==> src/sv/rwla_pkg.sv <==
// Shared types, codes and sizes of the reader-writer lock arbiter.
package rwla_pkg;

  localparam int unsigned QUEUE_DEPTH_DEF = 16;
  localparam int unsigned ID_W            = 4;
  localparam int unsigned ID_SPACE        = 16;
  localparam int unsigned CMD_FIFO_DEPTH  = 2;
  localparam int unsigned RES_FIFO_DEPTH  = 4;

  typedef enum logic {
    OP_LOCK    = 1'b0,
    OP_RELEASE = 1'b1
  } opcode_e;

  typedef enum logic {
    KIND_ACK   = 1'b0,
    KIND_GRANT = 1'b1
  } kind_e;

  typedef enum logic [1:0] {
    ST_OK   = 2'd0,
    ST_FULL = 2'd1,
    ST_DUP  = 2'd2,
    ST_NOTQ = 2'd3
  } status_e;

  typedef struct packed {
    opcode_e          opcode;
    logic             is_reader;
    logic [ID_W-1:0]  waiter_id;
  } cmd_t;

  typedef struct packed {
    kind_e            item_kind;
    logic [ID_W-1:0]  waiter_id;
    status_e          status;
    logic             last;
  } res_t;

  typedef enum logic [2:0] {
    ENG_IDLE  = 3'b001,
    ENG_EXEC  = 3'b010,
    ENG_GRANT = 3'b100
  } eng_state_e;

endpackage

==> src/sv/reader_writer_lock_arbiter_core.sv <==
// Top level of the reader-writer lock arbiter: command queue, engine, result queue.
//
// Each word pushed in is a lock request or a release for a 4-bit waiter id.
// Every word yields one acknowledgement carrying a status (ok, queue full,
// id already queued, id not queued), followed by zero or more grant words in
// arrival order; the last word of each group has last_o set. A request is
// granted at once when no writer holds the lock and it is a reader or no
// readers hold it. When a release frees the lock, the head of the queue is
// granted; a reader head brings every waiting reader with it. Flow: an
// incoming word waits in a two-entry command queue, then the engine fetches
// it (ENG_IDLE), issues the acknowledgement (ENG_EXEC) and the grants
// (ENG_GRANT); the grant sequencer retires one grant per cycle while the
// result queue has room, and the next word is fetched only after the last
// grant. Results sit in a four-entry result queue, so the engine keeps
// working while the consumer stalls, and holds only when that queue is full.
module reader_writer_lock_arbiter_core import rwla_pkg::*; #(
  parameter int unsigned QUEUE_DEPTH = QUEUE_DEPTH_DEF
) (
  input  logic            clk_i,
  input  logic            rst_ni,
  input  logic            push,
  output logic            full,
  input  logic            opcode_i,
  input  logic            is_reader_i,
  input  logic [ID_W-1:0] waiter_id_i,
  output logic            empty,
  input  logic            pop,
  output logic            item_kind_o,
  output logic [ID_W-1:0] waiter_id_res_o,
  output logic [1:0]      status_o,
  output logic            last_o
);

  cmd_t in_cmd, eng_cmd;
  res_t eng_res, out_res;
  logic cmd_empty, cmd_pop, res_full, res_push;

  // Pack the incoming fields into a command word.
  assign in_cmd = '{opcode: opcode_e'(opcode_i), is_reader: is_reader_i,
                    waiter_id: waiter_id_i};

  // Front: hold incoming words until the engine takes them.
  rwla_fifo #(
    .Width($bits(cmd_t)),
    .Depth(CMD_FIFO_DEPTH)
  ) u_cmd_fifo (
    .clk_i  (clk_i),
    .rst_ni (rst_ni),
    .push_i (push),
    .data_i (in_cmd),
    .full_o (full),
    .pop_i  (cmd_pop),
    .data_o (eng_cmd),
    .empty_o(cmd_empty)
  );

  // Back: classify, update the queue and lock state, sequence the grants.
  rwla_engine #(
    .QUEUE_DEPTH(QUEUE_DEPTH)
  ) u_engine (
    .clk_i      (clk_i),
    .rst_ni     (rst_ni),
    .cmd_empty_i(cmd_empty),
    .cmd_i      (eng_cmd),
    .cmd_pop_o  (cmd_pop),
    .res_full_i (res_full),
    .res_o      (eng_res),
    .res_push_o (res_push)
  );

  // Result queue: decouple the engine from a stalling consumer.
  rwla_fifo #(
    .Width($bits(res_t)),
    .Depth(RES_FIFO_DEPTH)
  ) u_res_fifo (
    .clk_i  (clk_i),
    .rst_ni (rst_ni),
    .push_i (res_push),
    .data_i (eng_res),
    .full_o (res_full),
    .pop_i  (pop),
    .data_o (out_res),
    .empty_o(empty)
  );

  // Unpack the oldest result word onto the ports.
  assign item_kind_o     = out_res.item_kind;
  assign waiter_id_res_o = out_res.waiter_id;
  assign status_o        = out_res.status;
  assign last_o          = out_res.last;

endmodule

==> src/sv/rwla_fifo.sv <==
// Small register FIFO used for the command queue and the result queue.
module rwla_fifo import rwla_pkg::*; #(
  parameter int unsigned Width = 8,
  parameter int unsigned Depth = 2
) (
  input  logic             clk_i,
  input  logic             rst_ni,
  input  logic             push_i,
  input  logic [Width-1:0] data_i,
  output logic             full_o,
  input  logic             pop_i,
  output logic [Width-1:0] data_o,
  output logic             empty_o
);

  localparam int unsigned AddrW = $clog2(Depth);
  localparam int unsigned CntW  = $clog2(Depth + 1);

  logic [Width-1:0] mem_q [Depth];
  logic [AddrW-1:0] wr_ptr_q, wr_ptr_d, rd_ptr_q, rd_ptr_d;
  logic [CntW-1:0]  cnt_q, cnt_d;
  logic             do_push, do_pop;

  assign full_o  = (cnt_q == CntW'(Depth));
  assign empty_o = (cnt_q == '0);
  assign data_o  = mem_q[rd_ptr_q];
  assign do_push = push_i && !full_o;
  assign do_pop  = pop_i && !empty_o;

  always_comb begin
    wr_ptr_d = do_push ? wr_ptr_q + AddrW'(1) : wr_ptr_q;
    rd_ptr_d = do_pop ? rd_ptr_q + AddrW'(1) : rd_ptr_q;
    cnt_d    = cnt_q;
    if (do_push && !do_pop) begin
      cnt_d = cnt_q + CntW'(1);
    end else if (do_pop && !do_push) begin
      cnt_d = cnt_q - CntW'(1);
    end
  end

  always_ff @(posedge clk_i or negedge rst_ni) begin
    if (!rst_ni) begin
      wr_ptr_q <= '0;
      rd_ptr_q <= '0;
      cnt_q    <= '0;
    end else begin
      wr_ptr_q <= wr_ptr_d;
      rd_ptr_q <= rd_ptr_d;
      cnt_q    <= cnt_d;
    end
  end

  always_ff @(posedge clk_i) begin
    if (do_push) begin
      mem_q[wr_ptr_q] <= data_i;
    end
  end

endmodule

==> src/sv/rwla_engine.sv <==
// Back end: waiter queue, lock state and the grant sequencer.
module rwla_engine import rwla_pkg::*; #(
  parameter int unsigned QUEUE_DEPTH = QUEUE_DEPTH_DEF
) (
  input  logic clk_i,
  input  logic rst_ni,
  input  logic cmd_empty_i,
  input  cmd_t cmd_i,
  output logic cmd_pop_o,
  input  logic res_full_i,
  output res_t res_o,
  output logic res_push_o
);

  // Ids are unique in the queue, so no more than ID_SPACE entries are ever live.
  localparam int unsigned Slots = (QUEUE_DEPTH < ID_SPACE) ? QUEUE_DEPTH : ID_SPACE;
  localparam int unsigned CntW  = $clog2(Slots + 1);

  eng_state_e       state_q, state_d;
  cmd_t             cmd_q, cmd_d;
  logic [CntW-1:0]  count_q, count_d;
  logic [CntW-1:0]  readers_q, readers_d;
  logic             writer_q, writer_d;
  logic [ID_W-1:0]  id_q [Slots];
  logic [ID_W-1:0]  id_d [Slots];
  logic [Slots-1:0] rd_q, rd_d, gr_q, gr_d, mask_q, mask_d;

  logic [Slots-1:0] valid, match, tail_sel, shift_en, valid_n, rd_n, gr_n;
  logic [ID_W-1:0]  id_n [Slots];
  logic [Slots-1:0] next_mask, rel_mask, pick, mask_rest;
  logic             hit, was_gr, was_rd, q_full, lock_grant, release_grant;
  logic             seen, found, g_rd;
  logic [CntW-1:0]  cnt_rel, rd_after;
  logic [ID_W-1:0]  g_id;

  // Lookup, tail position and removal with compaction.
  always_comb begin
    seen    = 1'b0;
    cnt_rel = count_q - CntW'(1);
    for (int i = 0; i < Slots; i++) begin
      valid[i]    = (CntW'(i) < count_q);
      valid_n[i]  = (CntW'(i) < cnt_rel);
      match[i]    = valid[i] && (id_q[i] == cmd_q.waiter_id);
      tail_sel[i] = (CntW'(i) == count_q);
      seen        = seen | match[i];
      shift_en[i] = seen;
    end
    for (int i = 0; i < Slots - 1; i++) begin
      id_n[i] = shift_en[i] ? id_q[i+1] : id_q[i];
      rd_n[i] = shift_en[i] ? rd_q[i+1] : rd_q[i];
      gr_n[i] = shift_en[i] ? gr_q[i+1] : gr_q[i];
    end
    id_n[Slots-1] = id_q[Slots-1];
    rd_n[Slots-1] = rd_q[Slots-1];
    gr_n[Slots-1] = gr_q[Slots-1];
  end

  assign hit      = |match;
  assign was_gr   = |(match & gr_q);
  assign was_rd   = |(match & rd_q);
  assign q_full   = (count_q == CntW'(Slots));
  assign rd_after = (readers_q == '0) ? '0 : readers_q - CntW'(1);

  assign lock_grant    = !writer_q && (cmd_q.is_reader || (readers_q == '0));
  assign release_grant = was_gr && (!was_rd || (rd_after == '0));

  // Grant set after a release: all waiting readers behind a reader head,
  // or the head writer alone.
  assign next_mask = rd_n[0] ? (rd_n & ~gr_n & valid_n)
                             : {{(Slots-1){1'b0}}, valid_n[0] & ~gr_n[0]};
  assign rel_mask  = release_grant ? next_mask : '0;

  // Oldest pending grant.
  always_comb begin
    found = 1'b0;
    g_id  = '0;
    for (int i = 0; i < Slots; i++) begin
      pick[i] = mask_q[i] && !found;
      found   = found | mask_q[i];
      g_id    = g_id | (pick[i] ? id_q[i] : '0);
    end
  end

  assign g_rd      = |(pick & rd_q);
  assign mask_rest = mask_q & ~pick;

  always_comb begin
    state_d    = state_q;
    cmd_d      = cmd_q;
    count_d    = count_q;
    readers_d  = readers_q;
    writer_d   = writer_q;
    id_d       = id_q;
    rd_d       = rd_q;
    gr_d       = gr_q;
    mask_d     = mask_q;
    cmd_pop_o  = 1'b0;
    res_push_o = 1'b0;
    res_o      = '{item_kind: KIND_ACK, waiter_id: cmd_q.waiter_id, status: ST_OK,
                   last: 1'b1};
    unique case (state_q)
      ENG_IDLE: begin
        if (!cmd_empty_i) begin
          cmd_pop_o = 1'b1;
          cmd_d     = cmd_i;
          state_d   = ENG_EXEC;
        end
      end
      ENG_EXEC: begin
        if (!res_full_i) begin
          res_push_o = 1'b1;
          state_d    = ENG_IDLE;
          if (cmd_q.opcode == OP_LOCK) begin
            if (hit) begin
              res_o.status = ST_DUP;
            end else if (q_full) begin
              res_o.status = ST_FULL;
            end else begin
              for (int i = 0; i < Slots; i++) begin
                if (tail_sel[i]) begin
                  id_d[i] = cmd_q.waiter_id;
                  rd_d[i] = cmd_q.is_reader;
                  gr_d[i] = 1'b0;
                end
              end
              count_d = count_q + CntW'(1);
              if (lock_grant) begin
                res_o.last = 1'b0;
                mask_d     = tail_sel;
                state_d    = ENG_GRANT;
              end
            end
          end else begin
            if (!hit) begin
              res_o.status = ST_NOTQ;
            end else begin
              id_d    = id_n;
              rd_d    = rd_n;
              gr_d    = gr_n;
              count_d = cnt_rel;
              if (was_gr && was_rd) begin
                readers_d = rd_after;
              end
              if (was_gr && !was_rd) begin
                writer_d = 1'b0;
              end
              if (rel_mask != '0) begin
                res_o.last = 1'b0;
                mask_d     = rel_mask;
                state_d    = ENG_GRANT;
              end
            end
          end
        end
      end
      ENG_GRANT: begin
        if (!res_full_i) begin
          res_push_o      = 1'b1;
          res_o.item_kind = KIND_GRANT;
          res_o.waiter_id = g_id;
          res_o.last      = (mask_rest == '0);
          gr_d            = gr_q | pick;
          mask_d          = mask_rest;
          if (g_rd) begin
            readers_d = readers_q + CntW'(1);
          end else begin
            writer_d = 1'b1;
          end
          if (mask_rest == '0) begin
            state_d = ENG_IDLE;
          end
        end
      end
      default: begin
        state_d = ENG_IDLE;
      end
    endcase
  end

  always_ff @(posedge clk_i or negedge rst_ni) begin
    if (!rst_ni) begin
      state_q   <= ENG_IDLE;
      count_q   <= '0;
      readers_q <= '0;
      writer_q  <= 1'b0;
      mask_q    <= '0;
    end else begin
      state_q   <= state_d;
      count_q   <= count_d;
      readers_q <= readers_d;
      writer_q  <= writer_d;
      mask_q    <= mask_d;
    end
  end

  always_ff @(posedge clk_i) begin
    cmd_q <= cmd_d;
    id_q  <= id_d;
    rd_q  <= rd_d;
    gr_q  <= gr_d;
  end

endmodule
==> config.mk <==
export PLATFORM = sky130hd
export DESIGN_NAME = reader_writer_lock_arbiter_core
export DESIGN_NICKNAME = d
export VERILOG_FILES = /design/src/sv/rwla_pkg.sv /design/src/sv/reader_writer_lock_arbiter_core.sv /design/src/sv/rwla_fifo.sv /design/src/sv/rwla_engine.sv
export SDC_FILE = /design/constraint.sdc
export NUM_CORES = 1
export LEC_CHECK = 0
export BUFFER_PORTS_ARGS = -buffer_cell sky130_fd_sc_hd__buf_2
export CAP_MARGIN = 40
export CORE_UTILIZATION = 40
export DETAILED_ROUTE_END_ITERATION = 16
export REMOVE_ABC_BUFFERS = 1
export SLEW_MARGIN = 20
export SYNTH_ARGS = -nofsm -noshare
export SYNTH_HDL_FRONTEND = slang
export SYNTH_SLANG_ARGS = --single-unit
==> constraint.sdc <==
create_clock -name clk_i -period 6.1 [get_ports clk_i]
set_clock_uncertainty 0.15 [all_clocks]
set_input_delay 0.305 -clock clk_i [delete_from_list [all_inputs] [get_ports clk_i]]
set_output_delay 0.305 -clock clk_i [all_outputs]
set_load 0.01 [all_outputs]
# Word level (Yosys, flattened, before mapping)
# Memories as Yosys holds them, arrays and structs flattened. A register that Yosys moved wholly into a read port is not among the register bits.
# Index checks and enable logic that the tools add are counted.
# word_totals
input_bits	10
mem_count	2
elab_cells	598
out_inout_bits	10
reg_bits	137
ram_bits	44
# op_classes
muxes	192
bitwise	59
reduce_logical	153
magnitude_cmp	32
n_eq_ne	89
add_sub_neg	12
# mem_list
name	words	word_bits	read_ports	rd_ports_with_merged_regs	wr	line_no	rtl
u_res_fifo.mem_q	4	8	1	0	1	rwla_fifo.sv:19	logic [Width-1:0] mem_q [Depth];
u_cmd_fifo.mem_q	2	6	1	1	1	rwla_fifo.sv:19	
# op_table
op	n
16-bit 2-to-1 mux	18
64-bit 2-to-1 mux	4
7-bit AND reduction	33
4-bit 2-to-1 mux	47
16-bit AND	6
6-bit AND reduction	16
1-bit 2-to-1 mux	83
4-bit by 5-bit < comparator with 1-bit output, first input constant	16
5-bit 2-to-1 mux	13
4-bit equality test	16
16-bit one-hot mux with 2 select lines	2
16-bit OR reduction	4
4-bit bitwise OR	15
3-bit by 1-bit inequality test with 1-bit output, second input constant	16
2-bit inequality test, second input constant	23
1-bit logical AND	43
3-bit 2-to-1 mux	14
4-bit by 5-bit equality test with 1-bit output, first input constant	8
3-bit by 5-bit < comparator with 1-bit output, first input constant	8
2-bit nonzero test	18
16-bit NOT	2
15-bit 2-to-1 mux	2
1-bit bitwise OR	28
1-bit zero test	25
38 further kinds	77

# Depth between registers and ports, before layout
# Gate-level depths: netlist of run 1.
# logic_depth
word_depth	28
depth_mapped	17
mapped_depth_nobuf	13

# Hierarchy
# From an unflattened synthesis of run 1, not the netlist that was laid out.
# unflattened
hier_cells	1209
hier_area_um2	11706.2
# by_module_without_submodules
module	seq_area_each_um2	area_per_inst_um2	instances	cells_each
rwla_engine	3814.9	9477.8	1	1094
rwla_fifo at u_res_fifo	1136.1	1589.0	1	77
rwla_fifo at u_cmd_fifo	460.4	639.4	1	38

# Least setup slack after synthesis of run 1
# No wires, ideal clock.
# synth_timing
path_kind	flip-flop to flip-flop
startpoint	register u_engine.count_q[4]
endpoint	register u_engine.id_q[12] in the netlist's numbering (enable)
setup_ns	0.374
stages_incl_launch_ff	14
setup_slack_ns	2.247
arrival_ns	3.329
t_required_ns	5.576
n_path_buf	5
period_less_slack_ns	3.853
cell_sequence	dfrtp_1 > buf_6 > or3_1 > buf_2 > a22o_4 > nor2_2 > and4_4 > buf_6 > nand4_4 > buf_1 > ha_1 > nand3_1 > clkbuf_1 > a311oi_1
# synth_between
elab_chain_cells	16
word_cells_on_any_way	53
classes_between	order compare: 16; eq/ne: 6; bitwise: 12; reduce/logical: 19
# synth_lines
element	line_no	rtl
start, declared	rwla_engine.sv:21	logic [CntW-1:0] count_q, count_d;
start signal, assigned	rwla_engine.sv:189	count_q <= count_d;
1-bit by 5-bit < comparator with 1-bit output	rwla_engine.sv:41	valid[i] = (CntW'(i) < count_q);
1-bit logical AND	rwla_engine.sv:43	match[i] = valid[i] && (id_q[i] == cmd_q.waiter_id);
1-bit bitwise OR (12 in a row)	rwla_engine.sv:45	seen = seen | match[i];
2-bit inequality test (no line)	--	
7-bit AND reduction (no line) (*)	--	
end signal, assigned	rwla_engine.sv:198	id_q <= id_d;
end, declared	rwla_engine.sv:24	logic [ID_W-1:0] id_q [Slots];
# Mark *: on every way between the ends. The rest lies on a longest branch, timed or not.
# A chain may end at the register's enable or synchronous reset.

# Worst setup path in the final report of run 1
# layout_timing
startpoint	register u_engine.count_q[4]
endpoint	register u_engine.id_q[14] in the netlist's numbering (enable)
# Same word-level chain as after synthesis.

==> impl_metrics.tcl, run 1 <==
set metrics [dict create \
    grt_use_total 0.264 \
    clkTransAtPathRegs_ns 0.09 \
    ant_nets 0 \
    grt_start_max_net_pins 73 \
    worst_pin_slew_ns 0.907 \
    grt_overflow 0 \
    rows 62 \
    synth-xor-area-share 0.0610 \
    yosysWarnings 0 \
    clock-sinks 187 \
    firstDrtPassIters 6 \
    vdd_ir_drop_max_mv 0.284 \
    vias 10188 \
    p_per_area_nw_per_um2 624 \
    synth_area_per_cell_um2 9.31 \
    internal_power_w 0.00393 \
    reg2reg_slack_ns 1.02 \
    drv_slew 0 \
    synth_compound_area_frac 0.161 \
    synthTopCellsByArea "edfxtp_1 37%, dfrtp_1 8.5%, nand2_1 7.6%" \
    cts_tree "yes" \
    cts_resized 0 \
    grt_setup_unrepaired "no" \
    synth_top_family_by_area "simple AND/OR/NAND/NOR gates" \
    avgRoutedWirePerCell_um 23.8 \
    drt_wl_total_um 39500 \
    synthSimpleGateAreaFrac 0.210 \
    drive_above_1_share 0.101 \
    synth.most_common_cell "nand2_1" \
    path_class "register to register" \
    maxSlewHeadroom 0.392 \
    synth_largest_area_cell "edfxtp_1" \
    status "complete, no violations" \
    synth_cell_types 88 \
    portBuffers 19 \
    cts_hold_buffers 8 \
    diodes 0 \
    via_per_inst 6.15 \
    die-width_um 174 \
    synthAdderAreaFrac 0.0204 \
    root_buffer "clkbuf_16" \
    critPathMaxFanout 20 \
    holdCritPathClass "primary input to register" \
    worstPathArrival_ns 5.02 \
    drc_errors 0 \
    dp.cells 1615 \
    required_ns 6.03 \
    yosysSeqAreaShare 0.460 \
    maxCapViolations 0 \
    pwr-share-seq 0.289 \
    synthMuxAreaShare 0.0417 \
    antenna_found_initial 0 \
    postCtsSetupBuffers 0 \
    p_switching_w 0.00412 \
    clkLatencyLatePin_ns 0.45 \
    mappedNetlistArea_um2 11800 \
    clockBufferDepth 2 \
    ys_top_cells_by_count "237 x nand2_1, 146 x edfxtp_1, 112 x nor2_1" \
    io_pins 20 \
    tns_ns 0 \
    place_congestion 0.987 \
    power_frac_comb 0.562 \
    finalCritPeriodShare 0.833 \
    htree_levels 4 \
    dieArea_um2 30100 \
    yosys.area.top_type_share 0.372 \
    core_region_area_um2 28900 \
    start_kind "register" \
    async_flop_share 0.219 \
    p_sw_frac 0.512 \
    chipHeight_um 174 \
    nets 1287 \
    max_freq_mhz 197 \
    synth_ff_type "edfxtp_1" \
    hold_viol_final 0 \
    pwr-share-clk 0.149 \
    cts_buffers 17 \
    power_leakage_nw 4.91 \
    ys_ff_latch 187 \
    synth_edf_count 146 \
    syn2layout_area_growth_pct 9.62 \
    syn_inst 1264 \
    layout.cells.non_filler 1657 \
    drtIter0Drc 1212 \
    cp-end-kind "register" \
    initial_utilization 0.408 \
    dp_hpwl_um 28600 \
    grt_pass1_vias 9733 \
    grt_pass1_wl_um 60100 \
    final-setup-viol-count 0 \
    fin_crit_ns 5.08 \
]
## cell usage in the layout, fill, tap and decap left out, types with 13 or more instances in the layout
cell	instances
a21oi_1	101
nor2_1	111
clkbuf_16	17
o21ai_0	51
a31oi_1	19
a211oi_1	23
dfrtp_1	40
edfxtp_1	146
nor3_1	23
nor2b_1	13
nand3_1	45
a221oi_1	13
xor2_1	70
nand2_1	237
inv_1	41
buf_4	21
ha_1	16
buf_2	21
mux2i_1	22
and2_1	14
## worst paths after layout
| kind | from | end | depth (start not counted) |
|---|---|---|---|
| setup / recovery | u_engine.count_q[4] | u_engine.id_q[14] | 10 |
| hold / removal | push | u_cmd_fifo.wr_ptr_q | 3 |
| setup reg to reg | u_engine.count_q[4] | u_engine.id_q[14] | 10 |
| hold reg to reg | u_cmd_fifo.wr_ptr_q | u_cmd_fifo.wr_ptr_q | 1 |
| max in group asynchronous | rst_ni | u_engine.state_q[0] | 3 |
| min in group asynchronous | rst_ni | u_res_fifo.rd_ptr_q[0] | 2 |
## cells by family (layout without fill, tap and decap cells)
family | after synthesis | after routing
adders and majority gates | 19 | 19
AOI/OAI and AO/OA | 291 | 291
muxes | 38 | 38
and+or+nand+nor | 526 | 526
DFF | 187 | 187
xor gates and xnor gates | 82 | 82
buffers and inverters | 121 | 130
## through the flow
step           hold WS [ns]  power, W  utilization  setup WS [ns]  area, um^2
6_report            0.00929   0.00805        0.447           1.02       12900
5_1_grt              0.0280   0.00848        0.447          0.850       12900
4_1_cts            0.000256   0.00794        0.447           1.10       12900
3_5_place_dp          0.179   0.00672        0.422           1.14       12200
3_3_place_gp          0.326   0.00665        0.420           1.21       12100
2_1_floorplan        -0.141   0.00525            -           1.08       11400
## worst max-delay path, stage by stage (launching register included)
cell	delay, ns
dfrtp_1	0.64
nor2_2	0.53
nand2_2	0.18
a22oi_1	0.42
and4_1	0.43
and4_4	0.37
nand4_4	0.37
ha_1	0.48
nand3_1	0.07
buf_4	0.27
a311oi_1	0.78
## power groups by stage
| stage | clock, W | sequential, W | combinational (W) |
|---|---|---|---|
| finish | 0.00120 | 0.00233 | 0.00452 |
| global route | 0.00125 | 0.00237 | 0.00486 |
| CTS | 0.00121 | 0.00231 | 0.00442 |
| detailed placement | 0 | 0.00234 | 0.00438 |
| global placement | 0 | 0.00233 | 0.00431 |
| floorplan | 0 | 0.00229 | 0.00296 |
## metal layers
metal / vias up / wire length (um) / GRT usage
met5: - / 0 / 0
met4: 0 / 1440 / 0.108
met3: 87 / 3050 / 0.0443
met2: 549 / 18400 / 0.422
met1: 4983 / 16600 / 0.355
li1: 4569 / - / -
## registers in the layout, summed over array words and instances (netlist names), 3 cells and up
register,flops
u_res_fifo.mem_q,32
u_engine.mask_q,16
u_engine.readers_q,5
u_cmd_fifo.mem_q,12
u_engine.cmd_q,6
u_engine.count_q,5
u_engine.state_q,3
u_engine.rd_q,16
u_engine.id_q,60
u_engine.id_n,4
u_res_fifo.cnt_q,3
u_engine.gr_q,16
## cell type report
cell class	count	area, um^2
clock inverter	15	196
sequential	187	5410
multi-input combinational	956	5820
fill	2856	16000
clock buffer	17	425
timing repair buffer	55	413
inverter	43	161
tap	384	480
No activity file was read; power rests on OpenSTA's default activity.
==> run 2: changes to the inputs <==
==> constraint.sdc (replaced) <==
create_clock -name clk_i -period 4.6 [get_ports clk_i]
set_clock_uncertainty 0.15 [all_clocks]
set_input_delay 0.23 -clock clk_i [delete_from_list [all_inputs] [get_ports clk_i]]
set_output_delay 0.23 -clock clk_i [all_outputs]
set_load 0.01 [all_outputs]
==> run 2 against run 1 <==
  * Sequential power is 30% higher
  * Register-to-register slack lost 0.82 ns
  * Clock power is 33% higher
  * Critical path depth grew 3
  * Count of clock-buffer cells in the layout up 2
  * Global-route usage up 0.35 points
  * Die area unchanged
  * Final cell count rose by 2.1%
  * Fmax grew 15%
  * Critical path type unchanged
  * Critical endpoint is now u_engine.rd_q[3]
  * Largest cell class unchanged
  * Highest routed layer is now met5
==> impl_metrics.tcl, run 2 (synthesized netlist as in run 1, its figures left out) <==
set metrics [dict create \
    vias 10330 \
    wl_met2_um 18100 \
    via_per_inst 6.11 \
    utilization 0.456 \
    portBuffers 19 \
    drt_wl_total_um 40100 \
    cp_common_cell "nor2_1" \
    nets 1321 \
    fin_crit_ns 4.40 \
    die-width_um 174 \
    drtIter0Drc 1317 \
    grt_overflow 0 \
    slowest_delay_ns 0.69 \
    dp_hpwl_um 29800 \
    path_class "register to register" \
    grt_pass1_vias 9705 \
    core_region_area_um2 28900 \
    postCtsSetupBuffers 0 \
    vdd_ir_drop_max_mv 0.337 \
    diodes 0 \
    worst_pin_slew_ns 0.948 \
    top_register "u_engine.id_q" \
    holdCritPathClass "primary input to async pin" \
    cts_resized 0 \
    critPathMaxFanout 13 \
    rows 62 \
    clock-sinks 187 \
    place_congestion 1.01 \
    clockBufferDepth 2 \
    initial_utilization 0.408 \
    grt_setup_unrepaired "no" \
    grt_pass1_wl_um 60400 \
    cts_hold_buffers 9 \
    max_freq_mhz 227 \
    final_common_cell "nand2_1" \
    status "complete, no violations" \
    p_per_area_nw_per_um2 831 \
    hold_viol_final 0 \
    worst-path-buf-inv 2 \
    met3_length_um 3250 \
    grt_start_max_net_pins 63 \
    drv_slew 0 \
    antenna_found_initial 1 \
    htree_levels 4 \
    cts_buffers 17 \
    cp-end-kind "register" \
    start_kind "register" \
    required_ns 4.60 \
    m1WireLength_um 16800 \
    power_leakage_nw 5.08 \
    finalCritPeriodShare 0.957 \
    firstDrtPassIters 6 \
    ant_nets 0 \
    avgRoutedWirePerCell_um 23.7 \
    reg_top3 "u_engine.id_q: 60 flops, u_res_fifo.mem_q: 32 flops" \
    drc_errors 0 \
    tns_ns 0 \
    cts_tree "yes" \
    worstPathCellList "xor2_1 -> nor4_1 -> o21ai_2 -> and4_1 -> and4_4 -> nand4_4 -> buf_4 -> inv_2 -> ha_1 -> nor2_1 -> nand2_1 -> or2_2 -> nor2_1" \
    clkLatencyLatePin_ns 0.45 \
    grt_use_total 0.268 \
    worstPathArrival_ns 4.41 \
    maxSlewHeadroom 0.367 \
    cp_top_family "simple AND/OR/NAND/NOR gates" \
    root_buffer "clkbuf_16" \
    final-setup-viol-count 0 \
    top_layer_used "met5" \
    maxCapViolations 0 \
    drive_above_1_share 0.124 \
    clkTransAtPathRegs_ns 0.08 \
    slowest_stage "nor4_1" \
    layout_common_cells "237 x nand2_1, 146 x edfxtp_1, 111 x nor2_1" \
    io_pins 20 \
    dieArea_um2 30100 \
    chipHeight_um 174 \
    syn2layout_area_growth_pct 11.8 \
    largest_reg_flops 60 \
]
run 2: report_power, final:
part / switching (W) / internal (W)
Sequential: 0.000554 / 0.00248
Clock: 0.000802 / 0.000786
Combinational: 0.00417 / 0.00216
Total: 0.00552 / 0.00542
run 2: cell type report:
class,instances,area [um^2]
well taps,384,480
clock buffers,19,464
multi-input cells,956,5820
clock inverters,13,164
fillers,2788,15700
inverters,43,161
flip-flops and latches,187,5410
repair buffers,89,668
run 2: worst paths after layout:
path,startpoint,to,slack [ns],cells past startpoint
max,u_engine.cmd_q[3],u_engine.rd_q[3],0.20,13
min,rst_ni,u_res_fifo.rd_ptr_q[0],0.11,2
min reg2reg,u_cmd_fifo.wr_ptr_q,u_cmd_fifo.wr_ptr_q,0.34,1
min in group clk_i,u_cmd_fifo.wr_ptr_q,u_cmd_fifo.wr_ptr_q,0.34,1
max reg2reg,u_engine.cmd_q[3],u_engine.rd_q[3],0.20,13
max in group asynchronous,rst_ni,u_engine.state_q[0],3.61,3
run 2: metrics by stage:
| stage | cell area, um^2 | worst slack, ns | hold WS [ns] | total power [W] | instances |
|---|---|---|---|---|---|
| floorplan | 11400 | -0.418 | -0.216 | 0.00696 | 1186 |
| global placement | 12400 | 0.405 | 0.269 | 0.00915 | 1649 |
| detailed placement | 12400 | 0.389 | 0.0550 | 0.00918 | 1650 |
| CTS | 13200 | 0.343 | 0.117 | 0.0108 | 1691 |
| global route | 13200 | 0.0135 | 0.144 | 0.0116 | 1691 |
| finish | 13200 | 0.197 | 0.111 | 0.0109 | 1691 |
run 2: layer usage:
layer / up-vias / GRT usage
li1: 4634 / -
met1: 4989 / 0.368
met2: 586 / 0.409
met3: 119 / 0.0445
met4: 2 / 0.130
met5: - / 0
